## src/pba_pkg.sv

```systemverilog
`timescale 1ns / 1ps
// Page bitmap allocator: shared types and codes.
// No dependencies; used by the channel interfaces and the top level.
package pba_pkg;

	localparam int ADDR_W  = 32;
	localparam int COUNT_W = 13;

	typedef enum logic [1:0] {
		CMD_ALLOC     = 2'd0,
		CMD_FREE      = 2'd1,
		CMD_MARK_USED = 2'd2,
		CMD_MARK_FREE = 2'd3
	} cmd_t;

	typedef enum logic [1:0] {
		ST_OK       = 2'd0,
		ST_NO_MEM   = 2'd1,
		ST_BAD_ADDR = 2'd2
	} status_t;

	typedef struct packed {
		cmd_t              cmd;
		logic [ADDR_W-1:0] start_addr;
		logic [ADDR_W-1:0] length_bytes;
	} req_beat_t;

	typedef struct packed {
		logic [ADDR_W-1:0]  page_addr;
		status_t            status;
		logic [COUNT_W-1:0] free_count;
	} rsp_beat_t;

endpackage

```

## src/pba_req_if.sv

```systemverilog
`timescale 1ns / 1ps
// Command channel: valid/ready handshake carrying one command beat.
// Depends on pba_pkg.
interface pba_req_if;
	logic               valid;
	logic               ready;
	pba_pkg::req_beat_t data;

	modport source (output valid, output data, input ready);
	modport sink   (input valid, input data, output ready);
endinterface

```

## src/pba_rsp_if.sv

```systemverilog
`timescale 1ns / 1ps
// Response channel: valid/ready handshake carrying one result beat.
// Depends on pba_pkg.
interface pba_rsp_if;
	logic               valid;
	logic               ready;
	pba_pkg::rsp_beat_t data;

	modport source (output valid, output data, input ready);
	modport sink   (input valid, input data, output ready);
endinterface

```

## src/page_bitmap_allocator.sv

```systemverilog
`timescale 1ns / 1ps
// First-fit page allocator over a one-bit-per-page usage bitmap held in RAM.
// Depends on pba_pkg, pba_req_if, pba_rsp_if.
//
//   channel  dir  beat                                   handshake
//   req      in   cmd, start_addr, length_bytes          valid/ready
//   rsp      out  page_addr, status, free_count          valid/ready
//
// Allocate scans the bitmap words in order until it finds a free page, or to the
// end when full. Free and mark range walk the words they touch; an empty range or
// out-of-range free skips the walk. Byte-to-page and page-to-word splits are shifts, so
// the user must keep PAGE_BYTES and WORD_BITS powers of two; nothing here enforces it.
// After reset a fill pass marks every page used; req is held off meanwhile.
// A held response beat stalls the next command only at its own result.
module page_bitmap_allocator #(
	parameter int NUM_PAGES  = 4096,
	parameter int PAGE_BYTES = 4096,
	parameter int WORD_BITS  = 32
) (
	input  logic      clk,
	input  logic      arst_n,
	pba_req_if.sink   req,
	pba_rsp_if.source rsp
);

	localparam int MAP_WORDS = (NUM_PAGES + WORD_BITS - 1) / WORD_BITS;
	localparam int WIW       = (MAP_WORDS > 1) ? $clog2(MAP_WORDS) : 1;
	localparam int PW        = $clog2(NUM_PAGES);
	localparam int CW        = $clog2(NUM_PAGES + 1);
	localparam int PSW       = CW + 1;
	localparam int BW        = $clog2(WORD_BITS);
	localparam int FW        = $clog2(WORD_BITS + 1);
	localparam int PGS       = $clog2(PAGE_BYTES);
	localparam int PBW       = $clog2(PAGE_BYTES + 1);
	localparam int PRW       = PW + PBW;
	localparam int SW        = pba_pkg::ADDR_W + 2;

	typedef enum logic [6:0] {
		S_INIT = 7'b000_0001,
		S_IDLE = 7'b000_0010,
		S_PREP = 7'b000_0100,
		S_SCAN = 7'b000_1000,
		S_WALK = 7'b001_0000,
		S_CNT  = 7'b010_0000,
		S_FIN  = 7'b100_0000
	} state_t;

	state_t state_q, state_d;

	logic [WORD_BITS-1:0] mem [MAP_WORDS];
	logic [WORD_BITS-1:0] rd_s1;

	logic [WIW-1:0]  init_q;
	logic [CW-1:0]   count_q;
	logic            out_valid_q;
	pba_pkg::rsp_beat_t out_q;

	pba_pkg::cmd_t   cmd_q;
	logic [pba_pkg::ADDR_W-1:0] base_q, len_q;
	pba_pkg::status_t status_q;
	logic [pba_pkg::ADDR_W-1:0] addr_q;

	logic [CW-1:0]   first_q;
	logic [CW-1:0]   last_q;
	logic [WIW-1:0]  w_q, w_s1;
	logic [PSW-1:0]  ps_q, ps_s1;
	logic            issued_last_q, last_s1, v_s1;
	logic            v_s2, dir_s2;
	logic [FW-1:0]   cnt_s2;
	logic [PW-1:0]   pidx_q;

	logic            accept, fin_take, issue, issue_end, active, proc;
	logic            used_dir, hit, found, scan_miss;
	logic [WORD_BITS-1:0] zeros, pick, mask, flips, wd;
	logic [BW-1:0]   idx;
	logic [PSW-1:0]  lo_off, hi_off;
	logic [FW-1:0]   pop;
	logic            mem_we;
	logic [WIW-1:0]  mem_wa;
	logic [WORD_BITS-1:0] mem_wd;

	logic [pba_pkg::ADDR_W-1:0] pg_first;
	logic [SW-1:0]   end_sum, pg_end;
	logic            first_ovf;
	logic [CW-1:0]   first_clip, last_clip, range_end;
	logic            rng_empty;
	logic [PRW-1:0]  prod;

	assign req.ready = (state_q == S_IDLE);
	assign accept    = req.valid && req.ready;
	assign fin_take  = (state_q == S_FIN) && (!out_valid_q || rsp.ready);
	assign rsp.valid = out_valid_q;
	assign rsp.data  = out_q;

	// page bounds of the command, clipped at NUM_PAGES
	assign pg_first   = base_q >> PGS;
	assign end_sum    = SW'(base_q) + SW'(len_q) + SW'(PAGE_BYTES - 1);
	assign pg_end     = end_sum >> PGS;
	assign first_ovf  = (pg_first >= pba_pkg::ADDR_W'(NUM_PAGES));
	assign first_clip = first_ovf ? CW'(NUM_PAGES) : CW'(pg_first);
	assign last_clip  = (pg_end > SW'(NUM_PAGES)) ? CW'(NUM_PAGES) : CW'(pg_end);
	assign range_end  = (cmd_q == pba_pkg::CMD_FREE) ? first_clip + CW'(1) : last_clip;
	assign rng_empty  = first_ovf || (first_clip >= range_end);
	assign prod       = PRW'(pidx_q) * PRW'(PAGE_BYTES);

	assign active    = (state_q == S_SCAN) || (state_q == S_WALK);
	assign issue     = active && !issued_last_q;
	assign issue_end = (state_q == S_SCAN) ? (w_q == WIW'(MAP_WORDS - 1))
	                                       : (ps_q + PSW'(WORD_BITS) >= PSW'(last_q));
	assign proc      = v_s1 && active;
	assign used_dir  = (cmd_q == pba_pkg::CMD_ALLOC) || (cmd_q == pba_pkg::CMD_MARK_USED);

	assign zeros     = ~rd_s1;
	assign hit       = |zeros;
	assign pick      = zeros & (~zeros + WORD_BITS'(1));
	assign found     = proc && (state_q == S_SCAN) && hit;
	assign scan_miss = proc && (state_q == S_SCAN) && !hit && last_s1;

	assign lo_off = (PSW'(first_q) > ps_s1) ? PSW'(first_q) - ps_s1 : '0;
	assign hi_off = PSW'(last_q) - ps_s1;

	always_comb begin
		idx = '0;
		for (int i = WORD_BITS - 1; i >= 0; i--) begin
			if (zeros[i]) begin
				idx = BW'(i);
			end
		end
	end

	always_comb begin
		for (int i = 0; i < WORD_BITS; i++) begin
			mask[i] = (PSW'(i) >= lo_off) && (PSW'(i) < hi_off);
		end
	end

	always_comb begin
		if (state_q == S_SCAN) begin
			wd    = rd_s1 | pick;
			flips = pick;
		end else if (used_dir) begin
			wd    = rd_s1 | mask;
			flips = mask & ~rd_s1;
		end else begin
			wd    = rd_s1 & ~mask;
			flips = mask & rd_s1;
		end
	end

	always_comb begin
		pop = '0;
		for (int i = 0; i < WORD_BITS; i++) begin
			pop = pop + FW'(flips[i]);
		end
	end

	always_comb begin
		if (state_q == S_INIT) begin
			mem_we = 1'b1;
			mem_wa = init_q;
			mem_wd = '1;
		end else begin
			mem_we = proc && ((state_q == S_WALK) || found);
			mem_wa = w_s1;
			mem_wd = wd;
		end
	end

	always_ff @(posedge clk) begin
		if (mem_we) begin
			mem[mem_wa] <= mem_wd;
		end
		if (issue) begin
			rd_s1 <= mem[w_q];
		end
	end

	always_comb begin
		state_d = state_q;
		unique case (state_q)
			S_INIT: if (init_q == WIW'(MAP_WORDS - 1)) state_d = S_IDLE;
			S_IDLE: begin
				if (accept) begin
					state_d = (req.data.cmd == pba_pkg::CMD_ALLOC) ? S_SCAN : S_PREP;
				end
			end
			S_PREP: state_d = rng_empty ? S_FIN : S_WALK;
			S_SCAN, S_WALK: if (proc && (found || last_s1)) state_d = S_CNT;
			S_CNT:  state_d = S_FIN;
			S_FIN:  if (fin_take) state_d = S_IDLE;
			default: state_d = S_INIT;
		endcase
	end

	always_ff @(posedge clk or negedge arst_n) begin
		if (!arst_n) begin
			state_q       <= S_INIT;
			init_q        <= '0;
			count_q       <= '0;
			out_valid_q   <= 1'b0;
			issued_last_q <= 1'b0;
			v_s1          <= 1'b0;
			v_s2          <= 1'b0;
		end else begin
			state_q <= state_d;
			if (state_q == S_INIT) begin
				init_q <= init_q + WIW'(1);
			end
			if (accept) begin
				issued_last_q <= 1'b0;
			end else if (issue && issue_end) begin
				issued_last_q <= 1'b1;
			end
			v_s1 <= issue;
			v_s2 <= proc;
			if (v_s2) begin
				count_q <= dir_s2 ? count_q - CW'(cnt_s2) : count_q + CW'(cnt_s2);
			end
			if (fin_take) begin
				out_valid_q <= 1'b1;
			end else if (rsp.ready) begin
				out_valid_q <= 1'b0;
			end
		end
	end

	always_ff @(posedge clk) begin
		if (accept) begin
			cmd_q    <= req.data.cmd;
			base_q   <= req.data.start_addr;
			len_q    <= req.data.length_bytes;
			status_q <= pba_pkg::ST_OK;
			addr_q   <= '0;
			w_q      <= '0;
			ps_q     <= '0;
		end
		if (state_q == S_PREP) begin
			first_q <= first_clip;
			last_q  <= range_end;
			w_q     <= WIW'(first_clip >> BW);
			ps_q    <= PSW'(first_clip) & ~PSW'(WORD_BITS - 1);
			if ((cmd_q == pba_pkg::CMD_FREE) && first_ovf) begin
				status_q <= pba_pkg::ST_BAD_ADDR;
			end
		end
		if (issue) begin
			w_q     <= w_q + WIW'(1);
			ps_q    <= ps_q + PSW'(WORD_BITS);
			w_s1    <= w_q;
			ps_s1   <= ps_q;
			last_s1 <= issue_end;
		end
		if (proc) begin
			cnt_s2 <= pop;
			dir_s2 <= used_dir;
		end
		if (found) begin
			pidx_q <= PW'(ps_s1 + PSW'(idx));
		end
		if (scan_miss) begin
			status_q <= pba_pkg::ST_NO_MEM;
		end
		if ((state_q == S_CNT) && (cmd_q == pba_pkg::CMD_ALLOC)
		    && (status_q == pba_pkg::ST_OK)) begin
			addr_q <= pba_pkg::ADDR_W'(prod);
		end
		if (fin_take) begin
			out_q.page_addr  <= addr_q;
			out_q.status     <= status_q;
			out_q.free_count <= pba_pkg::COUNT_W'(count_q);
		end
	end

endmodule
```

## src/flat_wrapper.sv

```systemverilog
// flat-port wrapper written by rule: the top's interface ports become plain ports
module page_bitmap_allocator_flat 
#(
	parameter int NUM_PAGES  = 4096,
	parameter int PAGE_BYTES = 4096,
	parameter int WORD_BITS  = 32
)
  (clk, arst_n, req_valid, req_data, req_ready, rsp_valid, rsp_data, rsp_ready);
  pba_req_if req_i ();
  pba_rsp_if rsp_i ();
  input  logic clk;
  input  logic arst_n;
  input wire logic [$bits(req_i.valid)-1:0] req_valid;
  input wire logic [$bits(req_i.data)-1:0] req_data;
  output wire logic [$bits(req_i.ready)-1:0] req_ready;
  output wire logic [$bits(rsp_i.valid)-1:0] rsp_valid;
  output wire logic [$bits(rsp_i.data)-1:0] rsp_data;
  input wire logic [$bits(rsp_i.ready)-1:0] rsp_ready;
  assign req_i.valid = req_valid;
  assign req_i.data = req_data;
  assign req_ready = req_i.ready;
  assign rsp_valid = rsp_i.valid;
  assign rsp_data = rsp_i.data;
  assign rsp_i.ready = rsp_ready;
  page_bitmap_allocator #(.NUM_PAGES(NUM_PAGES), .PAGE_BYTES(PAGE_BYTES), .WORD_BITS(WORD_BITS)) u_core (.clk(clk), .arst_n(arst_n), .req(req_i), .rsp(rsp_i));
endmodule
```

## config.mk

```make
export PLATFORM = sky130hd
export DESIGN_NAME = page_bitmap_allocator_flat
export DESIGN_NICKNAME = d
export VERILOG_FILES = /design/src/pba_pkg.sv /design/src/pba_req_if.sv /design/src/pba_rsp_if.sv /design/src/page_bitmap_allocator.sv /design/src/flat_wrapper.sv
export SDC_FILE = /design/constraint.sdc
export NUM_CORES = 2
export LEC_CHECK = 0
export BUFFER_PORTS_ARGS = -buffer_cell sky130_fd_sc_hd__buf_2
export CAP_MARGIN = 20
export CORE_ASPECT_RATIO = 0.6
export CORE_MARGIN = 2
export CORE_UTILIZATION = 25
export CTS_CLUSTER_DIAMETER = 200
export CTS_CLUSTER_SIZE = 12
export DETAILED_ROUTE_END_ITERATION = 6
export GPL_TIMING_DRIVEN = 0
export PLACE_DENSITY = 0.41
export SLEW_MARGIN = 20
export SYNTH_ARGS = -nofsm -noshare
export SYNTH_HDL_FRONTEND = slang
export SYNTH_SLANG_ARGS = --single-unit
export TNS_END_PERCENT = 10
```

## constraint.sdc

```tcl
create_clock -name clk -period 14.8 [get_ports clk]
set_clock_uncertainty 0.2 [all_clocks]
set_input_delay 4.44 -clock clk [delete_from_list [all_inputs] [get_ports clk]]
set_output_delay 4.44 -clock clk [all_outputs]
set_load 0.1 [all_outputs]
```

==> impl_metrics.json <==
{
  "outcome": "finished clean",
  "fp-row-count": 236,
  "ir_drop_uv": 97.7,
  "cts_resized": 0,
  "yosys.area.top_type": "edfxtp_1",
  "numCtsBuffers": 399,
  "dp_hpwl_mm": 448,
  "path_common_cell": "fa_1",
  "ios": 119,
  "fp.dieH_um": 647,
  "start_util_pct": 25.0,
  "critPathLaunchType": "register",
  "ant_nets": 0,
  "arrival_ns": 9.82,
  "power_density_nw_per_um2": 149,
  "drtIter0Drc": 14100,
  "grt_start_max_net_pins": 73,
  "port_buffers": 98,
  "fin_crit_ns": 9.33,
  "grt.total_usage_pct": 16.8,
  "maxSlewViolCount": 0,
  "fin_tns_setup_ns": 0,
  "required_ns": 15.28,
  "synth-edff-count": 4311,
  "final_hold_viol_count": 0,
  "relSlewSlack_pct": 19.1,
  "hold_buffers": 0,
  "rsz0062_at_grt": "false",
  "remaining_drc_errors": 0,
  "end_kind": "register",
  "nets": 8721,
  "crit_fanout": 8,
  "drive_gt1_share_pct": 31.6,
  "vias_per_cell": 4.95,
  "worst_slew_pin_slew_ns": 1.21,
  "first_global_vias": 84600,
  "final_util_pct": 29.9,
  "core_area_um2": 687000,
  "cts_root_buf": "clkbuf_16",
  "synthArstFlopShare_pct": 0.714,
  "synth_area_um2": 172000,
  "ctsHtreeMaxLevel": 5,
  "hold_path.class": "reg2reg",
  "fp.dieArea_um2": 696000,
  "cts.sinks": 4344,
  "via_count": 88400,
  "maxCapViolations": 0,
  "yosys_warnings": 0,
  "ys_seq_area_share_pct": 75.7,
  "die_w_mm": 1.08,
  "syn_avg_cell_area_um2": 22.6,
  "postCtsSetupBuffers": 0,
  "hold_slack_ns": 0.221,
  "grt_overflow_total": 0,
  "wl_per_cell_um": 33.6,
  "grt_pass1_wl_mm": 789,
  "gp_routability_congestion": 0.830,
  "cts.path.max_buffers": 4,
  "yosysUniqueCellTypes": 95,
  "crit_path_top_delay_cell": "a211oi_1",
  "post-route-period-util_pct": 63.1,
  "syn2layout_area_growth_pct": 19.2,
  "clock_latency_ns": 0.97,
  "clkTransAtPathRegs_ns": 0.06,
  "ys_seq_elements": 4344,
  "crit_type": "reg2reg",
  "synth.area.top_cells": "edfxtp_1 (75%), mux4_2 (18%), ha_1 (0.68%)",
  "firstDrtPassIters": 5,
  "slowest_delay_ns": 0.69,
  "setup_viol": 0,
  "p_leak_nw": 61.6,
  "routed_wirelength_mm": 600,
  "synthCells": 7619,
  "cts_tree": "built",
  "synth_top_area_share_pct": 75.2,
  "max_freq_ghz": 0.107,
  "antenna_found_initial": 156,
  "ys.flop_type": "edfxtp_1"
}
## where the power goes
group / internal [mW] / switching, mW / total (mW)
clock: 4.87 / 4.49 / 9.36
combinational: 1.70 / 4.33 / 6.03
sequential: 15.2 / 0.0829 / 15.3
## metal layers
metal  vias up  GRT usage, %  part of all wire (%)  routed length, µm
li1      34300             -                     -                  -
met1     49200          27.4                    49             295000
met2      4302          20.5                    37             220000
met3       590          6.37                    12              73800
met4        57          2.67                   1.7              10200
met5         -             0                  0.14                810
## cell families after synthesis
logic type      count (synthesis)  share of synthesized area (%)
fa+ha+maj                     120                          0.985
buf+inv                       493                           1.13
simple gates                  689                           1.94
compound gates                498                           1.97
xor+xnor                       77                          0.396
flops                        4344                           75.7
other cells                     1                        0.00218
mux                          1397                           17.9
## cells in the mapped netlist (27+ instances only)
| cell | number |
|---|---|
| edfxtp_1 | 4311 |
| mux4_2 | 1343 |
| clkbuf_1 | 254 |
| nor2_1 | 229 |
| nand2_1 | 169 |
| o21ai_0 | 129 |
| buf_1 | 116 |
| ha_1 | 94 |
| inv_1 | 93 |
| a21oi_1 | 76 |
| nand3_1 | 52 |
| mux2_2 | 44 |
| xor2_1 | 41 |
| xnor2_1 | 35 |
| and2_1 | 34 |
| nor3_1 | 33 |
| a21o_1 | 32 |
| dfrtp_1 | 30 |
| nand4_1 | 29 |
| o21a_1 | 29 |
| a31oi_1 | 27 |
## state kept, by name, summed over array words and instances, names as in the netlist, 13 cells and up
signal / count
u_core.mem: 4096
u_core.base_q: 32
u_core.len_q: 32
u_core.rd_s1: 32
u_core.rsp.data: 27
u_core.count_q: 13
u_core.first_q: 13
u_core.last_q: 13
## placed cells by master, fill, tap and decap left out, drive strengths merged, types with 44 or more instances in the layout
master,count
o21ai,137
mux2,44
nand3,52
ha,94
inv,96
diode,131
mux4,1343
nor2,229
nand2,170
buf,621
edfxtp,4311
a21oi,77
clkbuf,702
## worst max-delay path, delay by kind of cell (launching register included)
family,cells,cell delay (ns)
adder cells (fa/ha/maj),10,4.32
AO/OA/AOI/OAI,12,3.17
buffers and inverters,4,0.49
AND/OR/NAND/NOR,1,0.40
flip-flops,1,0.39
XOR/XNOR,1,0.09
## through the flow
stage	setup WS, ns	std cells	instance area (µm²)	total power [mW]
after floorplan	5.48	7638	172000	18.1
after global placement	-4.38	16900	184000	21.1
after detailed placement	5.54	17300	194000	21.5
after CTS	5.49	17700	205000	30.9
after global routing	4.96	17700	205000	31.6
final	5.47	17900	205000	30.7
## worst paths after layout
| check | end | cells past startpoint | slack (ns) | startpoint |
|---|---|---|---|---|
| max | u_core.cnt_s2[4] | 28 | 5.47 | u_core.ps_s1[5] |
| min | u_core.rsp.data[27] | 0 | 0.22 | u_core.addr_q[12] |
| max reg2reg | u_core.cnt_s2[4] | 28 | 5.47 | u_core.ps_s1[5] |
| min reg2reg | u_core.rsp.data[27] | 0 | 0.22 | u_core.addr_q[12] |
| max in group asynchronous | u_core.init_q[6] | 1 | 10.36 | arst_n |
| min in group asynchronous | u_core.count_q[11] | 1 | 3.42 | arst_n |
## layout make-up
cell class	instances	area [µm²]
Fill cell	66000	482000
Sequential cell	4344	130000
Multi-Input combinational cell	2801	41400
Tap cell	9163	11500
Clock buffer	431	10300
Timing Repair Buffer	492	9020
Buffer	400	1820
Inverter	93	352
Antenna cell	131	328
Clock inverter	14	324
Power figures use the tool's default switching activity.
